===== src/rtl/swrm_pkg.sv =====
// Shared types and constants for the sliding window range-min core
`default_nettype none
package swrm_pkg;
    localparam int DATA_W = 32;
    localparam int CFG_W  = 7;
    localparam logic [DATA_W-1:0] BEST_INIT = '1;

    typedef struct packed {
        logic load;
        logic drop_min;
        logic drop_max;
        logic push;
        logic emit;
        logic clear;
    } t_cmd;

    typedef struct packed {
        logic min_exp;
        logic max_exp;
        logic full;
        logic last;
        logic out_free;
    } t_sts;
endpackage
`default_nettype wire


===== src/rtl/swrm_ctrl.sv =====
// Controller: sequences accept, expiry drops, push and result per sample
`default_nettype none
module swrm_ctrl (
    input  wire logic           i_clk,
    input  wire logic           i_rst_n,
    input  wire logic           i_valid,
    output logic                o_ready,
    input  wire swrm_pkg::t_sts i_sts,
    output swrm_pkg::t_cmd      o_cmd
);
    import swrm_pkg::*;

    localparam logic [1:0] ST_IDLE = 2'd0;
    localparam logic [1:0] ST_DROP = 2'd1;
    localparam logic [1:0] ST_PUSH = 2'd2;
    localparam logic [1:0] ST_EMIT = 2'd3;

    logic [1:0] r_state;
    logic [1:0] n_state;

    always_comb begin
        n_state = r_state;
        o_cmd   = '0;
        o_ready = 1'b0;
        case (r_state)
            ST_IDLE: begin
                o_ready = 1'b1;
                if (i_valid) begin
                    o_cmd.load = 1'b1;
                    n_state    = ST_DROP;
                end
            end
            ST_DROP: begin
                o_cmd.drop_min = i_sts.min_exp;
                o_cmd.drop_max = i_sts.max_exp;
                if (!i_sts.min_exp && !i_sts.max_exp) begin
                    n_state = ST_PUSH;
                end
            end
            ST_PUSH: begin
                o_cmd.push = 1'b1;
                n_state    = ST_EMIT;
            end
            ST_EMIT: begin
                if (!i_sts.full) begin
                    o_cmd.clear = i_sts.last;
                    n_state     = ST_IDLE;
                end else if (i_sts.out_free) begin
                    o_cmd.emit  = 1'b1;
                    o_cmd.clear = i_sts.last;
                    n_state     = ST_IDLE;
                end
            end
            default: begin
                n_state = ST_IDLE;
            end
        endcase
    end

    always_ff @(posedge i_clk) begin
        if (!i_rst_n) begin
            r_state <= ST_IDLE;
        end else begin
            r_state <= n_state;
        end
    end
endmodule
`default_nettype wire


===== config.mk =====
export PLATFORM = sky130hd
export DESIGN_NAME = swrm_ctrl
export DESIGN_NICKNAME = d
export VERILOG_FILES = /design/src/rtl/swrm_pkg.sv /design/src/rtl/swrm_ctrl.sv
export SDC_FILE = /design/constraint.sdc
export NUM_CORES = 1
export LEC_CHECK = 0
export ABC_AREA = 1
export BUFFER_PORTS_ARGS = -buffer_cell sky130_fd_sc_hd__buf_2
export CAP_MARGIN = 5
export CORE_AREA = 2 2 39 41
export DETAILED_ROUTE_END_ITERATION = 8
export DIE_AREA = 0 0 41 43
export MAX_ROUTING_LAYER = met4
export PLACE_DENSITY = 0.4
export SLEW_MARGIN = 40
export SYNTH_ARGS = -nofsm -noshare
export SYNTH_HDL_FRONTEND = slang
export SYNTH_SLANG_ARGS = --single-unit
export TNS_END_PERCENT = 100

===== constraint.sdc =====
create_clock -name i_clk -period 1.5 [get_ports i_clk]
set_clock_uncertainty 0.1 [all_clocks]
set_input_delay 0.225 -clock i_clk [delete_from_list [all_inputs] [get_ports i_clk]]
set_output_delay 0.225 -clock i_clk [all_outputs]
set_load 0.01 [all_outputs]

==> results of run 1 <==
## cells in the mapped netlist (all sizes together)
cell type and number:
nand3 4, dfxtp 2, nand2 10, ha 4, nor2 10, inv 11
## power groups by stage
stage | Sequential (mW) | Combinational [mW] | Clock [mW]
finish | 0.116 | 0.365 | 0.117
global route | 0.122 | 0.443 | 0.131
CTS | 0.118 | 0.374 | 0.125
detailed placement | 0.113 | 0.372 | 0
global placement | 0.115 | 0.374 | 0
floorplan | 0.101 | 0.275 | 0
## metrics by stage
step	instance area (um^2)	std cells	hold WS [ps]	setup TNS, ps	utilization [%]
detailed placement	329	71	377	0	23.8
finish	354	74	135	0	25.6
global placement	329	71	380	0	23.8
floorplan	239	41	246	0	-
CTS	354	74	131	0	25.6
global route	354	74	150	-67.6	25.6
## repair_timing
item | CTS | global route
gates resized for setup | 2 | 0
hold endpoints to repair | 0 | 0
endpoints found under the setup margin | 3 | 3
pin swaps | 0 | 0
## cell families (layout without fill, tap and decap cells)
| kind of cell | Yosys count | count (layout) | share of synthesized area, % |
|---|---|---|---|
| adders and majority gates | 4 | 4 | 20.9 |
| buffers and inverters | 11 | 28 | 17.3 |
| DFF | 2 | 2 | 16.8 |
| and+or+nand+nor | 24 | 24 | 45.0 |
## area by class of cell
| class | count | area share, % |
|---|---|---|
| clock buffer | 3 | 6.36 |
| inverter | 11 | 11.7 |
| multi-input combinational | 28 | 44.5 |
| sequential | 2 | 12.0 |
| tap | 16 | 5.65 |
| timing repair buffer | 14 | 19.8 |
## how the worst max path moves through the flow
stage                 endpoint  slack [ps]
finish                o_cmd[3]          70
floorplan           r_state[0]         240
CTS                   o_cmd[4]          50
global route          o_cmd[3]         -20
global placement    r_state[0]         130
detailed placement  r_state[1]         120
## routing by layer
layer	track usage, %	vias to the layer above	share of wire [%]
met5	-	-	0
met4	6.00	0	0
met3	1.57	0	9.0
met2	10.3	10	41
met1	9.58	99	50
li1	-	152	-
## critical path: cells and delay by family (launching register included)
family | cells | cell delay, ps
flip-flops | 1 | 350
buffers and inverters | 3 | 240
adder cells (fa/ha/maj) | 1 | 190
AND/OR/NAND/NOR | 1 | 110
==> summary.txt, run 1 <==
remaining antenna violation count -> 0
Largest stage delay, worst path -> 350 ps
first-pass GRT wire length -> 897 um
Root Buffer -> clkbuf_4
core area -> 1380 um^2
Total GRT Usage -> 7.70%
clk buf depth -> 2
cells after synthesis -> 41
Max Clk Rate -> 700 MHz
Pleak -> 0.247 nW
Reg power frac -> 19.4%
clk_lat worst skew -> 220 ps
Final #Nets -> 72
Rows -> 14
Final Power -> 598 uW
Vias -> 261
DR iter-0 viols -> 2
Register-to-Register Path Depth -> 8
die height -> 43 um
switching power -> 272 uW
CP max FO -> 4
commonest non-fill, non-tap cell in the layout -> buf_2
Finish-stage setup viols -> 0
Place WS -> 120 ps
Area Overhead vs Synth -> 48.2%
area of the multi-input gates -> 158 um^2
Crit Path Class -> register to output port
fill cell count -> 157
fin crit share -> 95.3%
Reg-to-Reg End -> r_state[1]
proportion of layout cells with a drive suffix above 1 -> 37.9%
# clock sinks -> 2
Worst R2R Setup Slack -> 190 ps
Required @ worst endpoint -> 1170 ps
worst hold path depth -> 3
fin. max-slew vios -> 0
logic gate share of total power -> 61.0%
# H-tree levels -> 1
Final WS setup -> 71.0 ps
Clk pwr share -> 19.6%
Netlist Area Pre-Place -> 239 um^2
max reg flops -> 2
critical-path cell list -> inv_1, ha_1, nand2_1, inv_1, buf_2
Routed WL -> 513 um
syn_nets -> 53
Top Registers -> r_state x2
Yosys cell types -> 8
status -> completed
dpl hpwl -> 434 um
largest net degree at the start of global routing -> 6
CP Launch Type -> register
die width -> 41 um
Fin. Hold Viols -> 0
dominant cells by area after synthesis -> ha_1 (21%), inv_1 (17%), dfxtp_1 (17%), nand2_1 (16%), nor2_1 (14%)
most frequent cells in the layout -> buf_2 (14), inv_1 (11), nand2_1 (10), nor2_1 (9), ha_1 (4)
CTS tree -> done
# IOs -> 15
CP max stage cell -> dfxtp_2
post-CTS setup buffer count -> 0
Sequential Area -> 42.5 um^2
Routed wire per std cell -> 6.93 um
HP Class -> input port to register
CTS Buf Count -> 3
Worst Tran Pin Value -> 140 ps
reg2reg start -> r_state[1]
initial antenna violation count -> 0
min cycle time layout -> 1430 ps
endpoint type of the worst setup path -> output port
YS warnings -> 0
cell mode on critical path -> inv_1
Worst Hold End -> r_state[0]
WP data arrival -> 1100 ps
register bit total from synthesis -> 2
Pre-Repair DR Iteration Count -> 2
Yosys top cell area share -> 20.9%
Avg Cell Area, Syn -> 5.83 um^2
CP startpoint -> r_state[1]
drt via density -> 3.53
Clock transition at path regs -> 30 ps
P per Cell Area -> 1690 nW/um^2
final RePlAce weighted congestion -> 0.709
unrepaired setup endpoints after global routing -> true
switching part of the total -> 45.5%
drc violations -> 0
grt total ovfl -> 0
P_int -> 326 uW
Max VDD drop -> 685 uV
Initial Util -> 17.3%
maxcap violations -> 0
port bufs -> 14
Most flops, register -> r_state
register area share after synthesis -> 16.8%
vias in the first global route -> 253
diodes inserted -> 0
CTS Hold Bufs -> 0
min-delay src -> i_rst_n
Worst slew margin -> 90.7%
die footprint -> 1760 um^2
largest area contributor in the synthesized netlist -> ha_1
No activity file was read; power rests on OpenSTA's default activity.
==> run 2, diff against run 1 <==
Settings changed: PLACE_DENSITY 0.4 to unset.
==> run 2 against run 1 <==
  * Cell count is the same
  * Critical path depth did not move
  * Combinational power about the same
  * Register-to-register slack better by 20 ps
  * Highest routed layer unchanged
  * Largest power group unchanged
  * Worst setup slack worse by 0.78 ps
  * Critical endpoint unchanged
==> summary.txt, run 2 (synthesis results as in run 1) <==
Rows -> 14 (unchanged)
drc violations -> 0 (unchanged)
Root Buffer -> clkbuf_4
Top Registers -> r_state x2
# IOs -> 15 (unchanged)
commonest non-fill, non-tap cell in the layout -> buf_2
DR iter-0 viols -> 4 (+2)
largest net degree at the start of global routing -> 6 (unchanged)
maxcap violations -> 0 (unchanged)
die footprint -> 1760 um^2 (unchanged)
CTS Hold Bufs -> 0 (unchanged)
Most flops, register -> r_state
# H-tree levels -> 1 (unchanged)
Register-to-Register Path Depth -> 8 (unchanged)
# clock sinks -> 2 (unchanged)
diodes inserted -> 0 (unchanged)
die width -> 41 um (unchanged)
min cycle time layout -> 1430 ps (+0.783 ps)
max reg flops -> 2 (unchanged)
Crit Path Class -> register to output port
WP data arrival -> 1100 ps (about the same)
Pleak -> 0.247 nW (unchanged)
Pre-Repair DR Iteration Count -> 4 (+2)
Vias -> 273 (+4.6%)
Finish-stage setup viols -> 0 (unchanged)
Hold Slack -> 134 ps (-1.02 ps)
CP Launch Type -> register
Max VDD drop -> 442 uV (-35%)
Final Power -> 597 uW (-0.21%)
P per Cell Area -> 1690 nW/um^2 (-0.21%)
CTS Buf Count -> 3 (unchanged)
first-pass GRT wire length -> 793 um (-12%)
Sequential Area -> 42.5 um^2 (unchanged)
proportion of layout cells with a drive suffix above 1 -> 37.9% (unchanged)
fin crit share -> 95.3% (about the same)
core area -> 1380 um^2 (unchanged)
HP Class -> input port to register
dpl hpwl -> 425 um (-2.0%)
remaining antenna violation count -> 0 (unchanged)
die height -> 43 um (unchanged)
final RePlAce weighted congestion -> 0.661 (-6.7%)
Area Overhead vs Synth -> 48.2% (unchanged)
Initial Util -> 17.3% (unchanged)
clk_lat worst skew -> 220 ps (about the same)
fin. max-slew vios -> 0 (unchanged)
area of the multi-input gates -> 158 um^2 (unchanged)
Area after DPL -> 329 um^2 (unchanged)
endpoint type of the worst setup path -> output port
post-CTS setup buffer count -> 0 (unchanged)
unrepaired setup endpoints after global routing -> true
Routed WL -> 502 um (-2.1%)
Max Clk Rate -> 699 MHz (about the same)
Total GRT Usage -> 7.19% (-0.51 points)
Worst slew margin -> 89.7% (-0.97 points)
initial antenna violation count -> 0 (unchanged)
clk buf depth -> 2 (unchanged)
most frequent cells in the layout -> buf_2 (14), inv_1 (11), nand2_1 (10), nor2_1 (9), ha_1 (4)
final instance area -> 354 um^2 (unchanged)
CTS tree -> done
Required @ worst endpoint -> 1170 ps (about the same)
grt total ovfl -> 0 (unchanged)
fill cell count -> 159 (+1.3%)
Fin. Hold Viols -> 0 (unchanged)
Clock transition at path regs -> 30 ps (about the same)
Routed wire per std cell -> 6.78 um (-2.1%)
CP max FO -> 4 (unchanged)
port bufs -> 14 (unchanged)
worst hold path depth -> 3 (unchanged)
vias in the first global route -> 222 (-12%)
drt via density -> 3.69 (+4.6%)
Worst Tran Pin Value -> 154 ps (+14.5 ps)
Final #Nets -> 72 (unchanged)
status -> completed
## run 2: cell counts in the layout (fill, tap and decap cells not counted)
No cell type changed its count.
## run 2: final timing paths
kind,start,end,slack (ps)
max reg2reg,r_state[1],r_state[1],210
min reg2reg,r_state[0],r_state[0],410
max,r_state[1],o_cmd[3],70
min,i_rst_n,r_state[0],130
## run 2: critical path, cell delays in order (launching register included)
cell,delay (ps)
dfxtp_2,340
inv_1,70
ha_1,190
nand2_1,110
inv_1,40
buf_2,130
## run 2: area by class of cell
type	instances	area share, %
Sequential cell	2	12.0
Multi-Input combinational cell	28	44.5
Clock buffer	3	6.36
Tap cell	16	5.65
Inverter	11	11.7
Timing Repair Buffer	14	19.8
## run 2: report_power, final
part | internal [mW] | switching, mW | total, mW
Sequential | 0.0859 | 0.0278 | 0.114
Clock | 0.0882 | 0.0300 | 0.118
Combinational | 0.153 | 0.212 | 0.365
## run 2: routing by layer
| metal | GRT usage, % | routed length [um] |
|---|---|---|
| met1 | 6.39 | 215 |
| met2 | 10.0 | 239 |
| met3 | 4.71 | 47 |
| met4 | 6.00 | 0 |
| met5 | - | 0 |
## run 2: what timing repair did
item | 4_1_cts | 5_1_grt
cloned | 0 | 0
hold endpoints to repair | 0 | 0
resized for setup | 1 | 1
setup endpoints to repair | 2 | 4
## run 2: through the flow
| step | setup TNS (ps) | util (%) | instances | worst slack (ps) |
|---|---|---|---|---|
| floorplan | 0 | - | 41 | 239 |
| global placement | 0 | 23.8 | 71 | 180 |
| detailed placement | 0 | 23.8 | 71 | 131 |
| CTS | 0 | 25.5 | 74 | 16.2 |
| global route | -39.4 | 25.6 | 74 | -20.2 |
| finish | 0 | 25.6 | 74 | 70.2 |
==> run 3, diff against run 2 <==
Settings changed: BUFFER_PORTS_ARGS -buffer_cell sky130_fd_sc_hd__buf_2 to unset, DONT_BUFFER_PORTS set to 1.
Clock period 1.5 ns to 1.6 ns, I/O delays scaled along.
==> run 3 against run 2 <==
  * Sequential share of layout area is 2.2 points higher
  * Count of clock-buffer cells in the layout unchanged
  * Critical path depth decreased by 1
  * First-iteration DRC count rose by 50%
  * Worst hold slack got worse by 99 ps
  * Cell count decreased by 19%
  * Wire length shrank 8.2%
  * Flip-flop and latch count unchanged
  * Largest power group unchanged
==> summary.txt, run 3 (synthesis results as in run 1) <==
status -> completed
Area Overhead vs Synth -> 17.8%
worst hold path depth -> 2 (-1)
DR iter-0 viols -> 6 (+2)
remaining antenna violation count -> 0 (unchanged)
core area -> 1380 um^2 (unchanged)
CTS Buf Count -> 3 (unchanged)
drt via density -> 3.77 (+2.1%)
Total GRT Usage -> 6.67% (-0.52 points)
Top Registers -> r_state x2
grt total ovfl -> 0 (unchanged)
CTS tree -> done
area of the multi-input gates -> 158 um^2 (unchanged)
Layout Cells excl Fill -> 60 (-19%)
maxcap violations -> 0 (unchanged)
CTS Hold Bufs -> 0 (unchanged)
Final #Nets -> 58 (-19%)
Initial Util -> 17.3% (unchanged)
Max VDD drop -> 581 uV (+31%)
first-pass GRT wire length -> 710 um (-10%)
Pre-Repair DR Iteration Count -> 4 (unchanged)
HP Class -> input port to register
die height -> 43 um (unchanged)
vias in the first global route -> 190 (-14%)
WP data arrival -> 1110 ps (about the same)
CP max FO -> 5 (+1)
switching power -> 239 uW (-11%)
commonest non-fill, non-tap cell in the layout -> inv_1
initial antenna violation count -> 0 (unchanged)
switching part of the total -> 47.5% (+2.3 points)
Worst Tran Pin Value -> 231 ps (+76.7 ps)
Worst slew margin -> 84.6% (-5.1 points)
die width -> 41 um (unchanged)
fin. max-slew vios -> 0 (unchanged)
clk_lat worst skew -> 220 ps (about the same)
dpl hpwl -> 390 um (-8.2%)
# IOs -> 15 (unchanged)
Required @ worst endpoint -> 1260 ps (+90 ps)
CP Launch Type -> register
Routed wire per std cell -> 7.68 um (+13%)
Rows -> 14 (unchanged)
Vias -> 226 (-17%)
Pleak -> 0.184 nW (-26%)
drc violations -> 0 (unchanged)
Root Buffer -> clkbuf_4
PostCTS Resize Cnt -> 0 (-1)
Fin. Hold Viols -> 0 (unchanged)
die footprint -> 1760 um^2 (unchanged)
placed cell count -> 57 (-20%)
P per Cell Area -> 1790 nW/um^2 (+6.1%)
proportion of layout cells with a drive suffix above 1 -> 13.6% (-24 points)
Clk pwr share -> 22.2% (+2.4 points)
# H-tree levels -> 1 (unchanged)
Register-to-Register Path Depth -> 8 (unchanged)
P_int -> 264 uW (-19%)
Most flops, register -> r_state
Reg power frac -> 19.8% (+0.7 points)
Finish-stage setup viols -> 0 (unchanged)
most frequent cells in the layout -> inv_1 (11), nand2_1 (10), nor2_1 (9), ha_1 (4), clkbuf_4 (3)
Routed WL -> 461 um (-8.2%)
port bufs -> 0 (-14)
logic gate share of total power -> 58.0% (-3.1 points)
Max Clk Rate -> 690 MHz
Crit Path Class -> register to output port
diodes inserted -> 0 (unchanged)
endpoint type of the worst setup path -> output port
unrepaired setup endpoints after global routing -> false
fill cell count -> 162 (+1.9%)
clk buf depth -> 2 (unchanged)
min cycle time layout -> 1450 ps
largest net degree at the start of global routing -> 6 (unchanged)
# clock sinks -> 2 (unchanged)
fin crit share -> 90.5%
setup_tns -> 0 ps (unchanged)
post-CTS setup buffer count -> 0 (unchanged)
Clock transition at path regs -> 30 ps (about the same)
Sequential Area -> 40.0 um^2 (-5.9%)
max reg flops -> 2 (unchanged)
final RePlAce weighted congestion -> 0.620 (-6.2%)
-- run 3: cell count changes in the layout (fill, tap and decap cells not counted) --
cell / change
dfxtp_2: -2
buf_2: -14
dfxtp_1: +2
-- run 3: worst max-delay path: stages, from the launching register on --
cell and delay [ps]:
dfxtp_1 370, inv_1 80, ha_1 280, nand2_1 90, inv_1 60
-- run 3: path summary, 6_finish.rpt --
path	startpoint	end	slack, ps
setup / recovery	r_state[0]	o_cmd[5]	150
hold / removal	i_rst_n	r_state[0]	30
setup reg to reg	r_state[0]	r_state[1]	230
hold reg to reg	r_state[0]	r_state[0]	430
-- run 3: power by group through the flow --
stage	logic (mW)	clock network, mW	registers [mW]
6_report	0.292	0.112	0.0999
5_1_grt	0.350	0.126	0.105
4_1_cts	0.298	0.120	0.101
3_5_place_dp	0.297	0	0.102
3_3_place_gp	0.293	0	0.102
2_1_floorplan	0.258	0	0.0950
-- run 3: final cells by class --
class                      instances  area share (%)
multi-input combinational         28            56.0
inverter                          11            14.7
sequential                         2            14.2
clock buffer                       3            8.00
tap                               16            7.11
-- run 3: stage by stage --
step	worst slack [ps]	power [mW]	hold WS (ps)	cell area, um^2	util, %
after floorplan	339	0.353	261	239	-
after global placement	238	0.395	265	259	18.7
after detailed placement	214	0.399	269	259	18.7
after CTS	124	0.518	26.2	282	20.3
after global routing	46.5	0.580	26.9	282	20.3
final	151	0.504	34.4	282	20.3
-- run 3: metal layers --
layer	GRT usage [%]	vias up	routed length, um
met4	4.00	0	0
met2	7.19	10	191
met3	6.81	0	51
met5	-	-	0
li1	-	123	-
met1	7.32	93	219
